[src/rtl/core/alir_pkg.sv]
// Package for the array list block: operation and status codes, controller states,
// and the command and status structs between controller and datapath.
// No dependencies.
`default_nettype none

package alir_pkg;

  localparam int CAPACITY_DEF = 128;
  localparam int POS_W = 7;
  localparam int WORD_W = 32;
  localparam int COUNT_OUT_W = 8;

  typedef enum logic [1:0] {
    OP_CLEAR   = 2'd0,
    OP_INSERT  = 2'd1,
    OP_REVERSE = 2'd2,
    OP_READ    = 2'd3
  } op_t;

  typedef enum logic [1:0] {
    ST_OK        = 2'd0,
    ST_FULL      = 2'd1,
    ST_BAD_POS   = 2'd2,
    ST_BAD_INDEX = 2'd3
  } status_t;

  typedef enum logic [3:0] {
    S_IDLE,
    S_DISPATCH,
    S_SHIFT_RD,
    S_SHIFT_WR,
    S_REV_RD,
    S_REV_WLO,
    S_REV_WHI,
    S_READ_WAIT
  } state_t;

  typedef struct packed {
    logic    load;
    logic    clear;
    logic    ins_init;
    logic    shift_rd;
    logic    shift_wr;
    logic    ins_put;
    logic    rev_init;
    logic    rev_rd;
    logic    rev_wlo;
    logic    rev_whi;
    logic    rd_issue;
    logic    finish;
    logic    fin_read;
    status_t fin_status;
  } cmd_t;

  typedef struct packed {
    op_t  op;
    logic full;
    logic pos_bad;
    logic idx_bad;
    logic shift_more;
    logic rev_more;
  } sts_t;

endpackage

`default_nettype wire

[src/rtl/core/alir_ctrl.sv]
// Controller of the array list block: command decode and the walks for insert
// shifting and reversal. Depends on alir_pkg.
`default_nettype none

module alir_ctrl
  import alir_pkg::*;
(
  input  wire logic clk,
  input  wire logic rst,
  input  wire logic start,
  output logic      busy,
  input  wire sts_t sts,
  output cmd_t      cmd
);

  state_t state;
  state_t state_next;

  always_ff @(posedge clk) begin
    if (rst) begin
      state <= S_IDLE;
    end else begin
      state <= state_next;
    end
  end

  always_comb begin
    state_next = state;
    cmd        = '0;
    case (state)
      S_IDLE: begin
        if (start) begin
          cmd.load   = 1'b1;
          state_next = S_DISPATCH;
        end
      end
      S_DISPATCH: begin
        case (sts.op)
          OP_CLEAR: begin
            cmd.clear      = 1'b1;
            cmd.finish     = 1'b1;
            cmd.fin_status = ST_OK;
            state_next     = S_IDLE;
          end
          OP_INSERT: begin
            if (sts.full) begin
              cmd.finish     = 1'b1;
              cmd.fin_status = ST_FULL;
              state_next     = S_IDLE;
            end else if (sts.pos_bad) begin
              cmd.finish     = 1'b1;
              cmd.fin_status = ST_BAD_POS;
              state_next     = S_IDLE;
            end else begin
              cmd.ins_init = 1'b1;
              state_next   = S_SHIFT_RD;
            end
          end
          OP_REVERSE: begin
            cmd.rev_init = 1'b1;
            state_next   = S_REV_RD;
          end
          OP_READ: begin
            if (sts.idx_bad) begin
              cmd.finish     = 1'b1;
              cmd.fin_status = ST_BAD_INDEX;
              state_next     = S_IDLE;
            end else begin
              cmd.rd_issue = 1'b1;
              state_next   = S_READ_WAIT;
            end
          end
          default: begin
            state_next = S_IDLE;
          end
        endcase
      end
      S_SHIFT_RD: begin
        if (sts.shift_more) begin
          cmd.shift_rd = 1'b1;
          state_next   = S_SHIFT_WR;
        end else begin
          cmd.ins_put    = 1'b1;
          cmd.finish     = 1'b1;
          cmd.fin_status = ST_OK;
          state_next     = S_IDLE;
        end
      end
      S_SHIFT_WR: begin
        cmd.shift_wr = 1'b1;
        state_next   = S_SHIFT_RD;
      end
      S_REV_RD: begin
        if (sts.rev_more) begin
          cmd.rev_rd = 1'b1;
          state_next = S_REV_WLO;
        end else begin
          cmd.finish     = 1'b1;
          cmd.fin_status = ST_OK;
          state_next     = S_IDLE;
        end
      end
      S_REV_WLO: begin
        cmd.rev_wlo = 1'b1;
        state_next  = S_REV_WHI;
      end
      S_REV_WHI: begin
        cmd.rev_whi = 1'b1;
        state_next  = S_REV_RD;
      end
      S_READ_WAIT: begin
        cmd.finish     = 1'b1;
        cmd.fin_read   = 1'b1;
        cmd.fin_status = ST_OK;
        state_next     = S_IDLE;
      end
      default: begin
        state_next = S_IDLE;
      end
    endcase
  end

  assign busy = (state != S_IDLE);

endmodule

`default_nettype wire

[config.mk]
export PLATFORM = sky130hd
export DESIGN_NAME = alir_ctrl
export DESIGN_NICKNAME = d
export VERILOG_FILES = /design/src/rtl/core/alir_pkg.sv /design/src/rtl/core/alir_ctrl.sv
export SDC_FILE = /design/constraint.sdc
export NUM_CORES = 1
export LEC_CHECK = 0
export BUFFER_PORTS_ARGS = -buffer_cell sky130_fd_sc_hd__buf_2
export CORE_AREA = 2 2 39 41
export DETAILED_ROUTE_END_ITERATION = 10
export DIE_AREA = 0 0 41 43
export HOLD_SLACK_MARGIN = 0.02
export SLEW_MARGIN = 20
export SYNTH_ARGS = -nofsm -noshare
export SYNTH_HDL_FRONTEND = slang
export SYNTH_SLANG_ARGS = --single-unit
[constraint.sdc]
create_clock -name clk -period 2.05 [get_ports clk]
set_clock_uncertainty 0.15 [all_clocks]
set_input_delay 0.1025 -clock clk [delete_from_list [all_inputs] [get_ports clk]]
set_output_delay 0.1025 -clock clk [all_outputs]
set_load 0.05 [all_outputs]
==> summary.md <==
| Metric | Value |
|---|---|
| Outcome | `completed` |
| Min cycle time layout | `approximately 1.8 ns` |
| Combinational share of power | `44.0%` |
| Startpoint types | `flop` |
| Hold Crit Depth | `3` |
| Clk Tree Root Cell | `clkbuf_4` |
| CTS resizes | `0` |
| Worst-Skew Late Latency | `between 0.2 and 0.25 ns` |
| Crit end category | `output pin` |
| Hold_buf cts | `0` |
| Net load switching power | `between 0.0001 and 0.00015 W` |
| Syn Inst Count | `55` |
| Flop pwr share | `a little over a fifth` |
| H-Tree Depth | `1` |
| Vias after detailed routing | `477` |
| Max-slew headroom | `~80%` |
| EDFF count, synth | `0` |
| Routed Wire Length | `between 900 and 1000 um` |
| Crit-path cells | `or3b_1 > a221oi_1 > a211o_1 > buf_2` |
| Synth cell types | `27` |
| Core footprint | `1380 um^2` |
| Area Growth Syn to Fin | `53.1%` |
| Fin cells | `100` |
| Avg Cell Area, Syn | `roughly 6.6 um^2` |
| Die ar. | `1760 um^2` |
| Dominant synthesized flop cell | `dfxtp_1` |
| Vias in the first global route | `398` |
| Ys Warns | `0` |
| Initial Util | `between 20% and 30%` |
| RSZ-0062 raised after global routing | `false` |
| Vias per cell | `4.77` |
| Fmax | `roughly 550 MHz` |
| WL/cell | `just under 10 um` |
| Share of cells above drive strength 1 | `between 40% and 50%` |
| Layout Utilization | `between 30% and 40%` |
| Slew Limit Fails | `0` |
| Largest net degree at the start of global routing | `17` |
| Max FFs per register | `3` |
| Multi-input gate area | `about 280 um^2` |
| Horiz. Die Dim | `41 um` |
| Ant. Diodes | `0` |
| FF/Latch Area | `roughly 60 um^2` |
| Period utilization | `between 80% and 90%` |
| Clk pwr share | `between 30% and 40%` |
| Clock-pin slew on the worst setup and hold paths | `0.04 ns` |
| DRC errors left | `0` |
| Worst R2R Path Depth | `4` |
| Hold Vio Cnt, Final | `0` |
| GPL Wtd Cong | `between 0.7 and 0.8` |
| Fillers | `156` |
| Max Buffers Root-to-Sink | `2` |
| Count of final setup violators | `0` |
| CTS Buf Count | `3` |
| Synth async-reset ratio | `0%` |
| Worst Hold Launch | `start` |
| Maxcap violations | `0` |
| Synth Register Bits | `3` |
| Final HPWL DP | `760 um` |
| Die H | `~43 um` |
| Post-CTS Setup Bufs | `0` |
| P_leak | `0.327 nW` |
| Critical Path Max Stage Delay | `roughly 0.40 ns` |
| CTS Sinks | `3` |
| Worst vdd ir | `between 0.0002 and 0.0003 V` |
| Remaining global-route overflow | `0` |
| DRT Pass-1 Iters | `2` |
| Post-route ant nets | `0` |
| Synth area leaders | `dfxtp_1 (17%), nand2_1 (7.3%), a21oi_1 (5.6%), a31oi_1 (5.2%), and2_1 (5.2%)` |
| Biggest regs | `state: 3 flops` |
| Final net count | `95` |
| Syn_nets | `65` |
| Setup tns final | `0 ns` |
| Initial DRC Count | `9` |
| RR Endpoint | `state[0]` |
| RR Startpoint | `state[2]` |
| # rows | `14` |
| Slowest cell on crit path | `or3b_1` |
| GRT Total Usage | `13.9%` |
| Area leader, netlist | `dfxtp_1` |
| Crit Path Max Fanout | `2` |
| I/O Buffers | `25` |
| Netlist Area Pre-Place | `360 um^2` |
| HP Class | `input pin to flop` |
| Boundary Pins | `26` |
| Sw Share | `between 40% and 50%` |
| Synth cell count leaders | `nand2_1 (7), a21oi_1 (4), inv_1 (4), nor2_1 (4)` |
| Hold Path Sink | `state[1]` |
| Register area share after synthesis | `around 17%` |
| Top-count cell post-synth | `nand2_1` |
| Top reg by flops | `state` |
| Yosys top cell area share | `~17%` |
| Worst path required time | `~1.8 ns` |
| Worst Setup Path Type | `flop to output pin` |
| Reg2Reg Setup Slack | `between 0.5 and 0.6 ns` |
| Critical Path AT | `1.55 ns` |
| Initial antenna violation count | `0` |
| Placed instance count | `96` |
| CTS tree | `built` |
| First-pass GRT wire length | `1680 um` |
| Actual slew at the worst max-slew pin | `just under 0.3 ns` |
| Internal power | `between 0.00015 and 0.0002 W` |
| PD cells | `538 nW/um^2` |
-- power groups by stage --
| stage | sequential (W) | combinational (W) | clock (W) |
|---|---|---|---|
| final | 0.0000638 | 0.000130 | 0.000102 |
| after global routing | 0.0000642 | 0.000143 | 0.000120 |
| after CTS | 0.0000640 | 0.000131 | 0.000109 |
| after detailed placement | 0.0000648 | 0.000131 | 0 |
| after global placement | 0.0000645 | 0.000130 | 0 |
| after floorplan | 0.0000670 | 0.0000931 | 0 |
-- critical path, delay by kind of cell (launching register included) --
kind / cells / cell delay [ns]
buf+inv: 1 / 0.25
simple gates: 1 / 0.40
compound gates: 2 / 0.38
flops: 1 / 0.30
-- layout by cell type, fill, tap and decap left out, types with 2 or more instances in the layout --
| cell | instances |
|---|---|
| a31oi_1 | 3 |
| nor3_1 | 3 |
| and2_1 | 3 |
| dfxtp_1 | 3 |
| buf_4 | 3 |
| nor2_1 | 4 |
| and3b_1 | 2 |
| o21ai_0 | 2 |
| buf_2 | 25 |
| nor2b_1 | 2 |
| a21oi_1 | 4 |
| inv_1 | 4 |
| nand2_1 | 7 |
| clkbuf_4 | 3 |
-- routing by layer --
layer  up-vias  global-route usage [%]  share of wire [%]
met2        17                    17.8                 44
met4         0                    8.00                  0
met1       204                    19.6                 51
li1        256                       -                  -
met5         -                       0                  0
met3         0                    4.71                5.5
-- how the worst max path moves through the flow --
stage / startpoint / end / slack (ns)
6_report: state[2] / cmd[3] / 0.24
5_1_grt: state[0] / cmd[3] / 0.15
4_1_cts: state[0] / cmd[3] / 0.21
3_5_place_dp: state[0] / cmd[3] / 0.48
3_3_place_gp: state[2] / cmd[3] / 0.51
2_1_floorplan: state[0] / cmd[3] / -0.17
-- cell families after synthesis --
logic type | synth area share, %
and+or+nand+nor | 50.7
buffers and inverters | 8.33
DFF | 16.7
AOI/OAI and AO/OA | 24.3
-- area by class of cell --
type | count | share of cell area, %
Multi-Input combinational cell | 45 | 51.2
Clock buffer | 4 | 4.76
Tap cell | 16 | 3.63
Sequential cell | 3 | 10.9
Timing Repair Buffer | 28 | 26.8
Inverter | 4 | 2.72
-- per-stage QoR --
| step | power, W | hold WS, ns | area [um^2] | worst slack, ns |
|---|---|---|---|---|
| 2_1_floorplan | 0.000160 | 0.124 | 373 | -0.168 |
| 3_3_place_gp | 0.000195 | 0.297 | 526 | 0.506 |
| 3_5_place_dp | 0.000196 | 0.305 | 526 | 0.483 |
| 4_1_cts | 0.000305 | 0.0576 | 552 | 0.214 |
| 5_1_grt | 0.000327 | 0.0776 | 552 | 0.147 |
| 6_report | 0.000297 | 0.0578 | 552 | 0.243 |
Power figures use the tool's default switching activity.
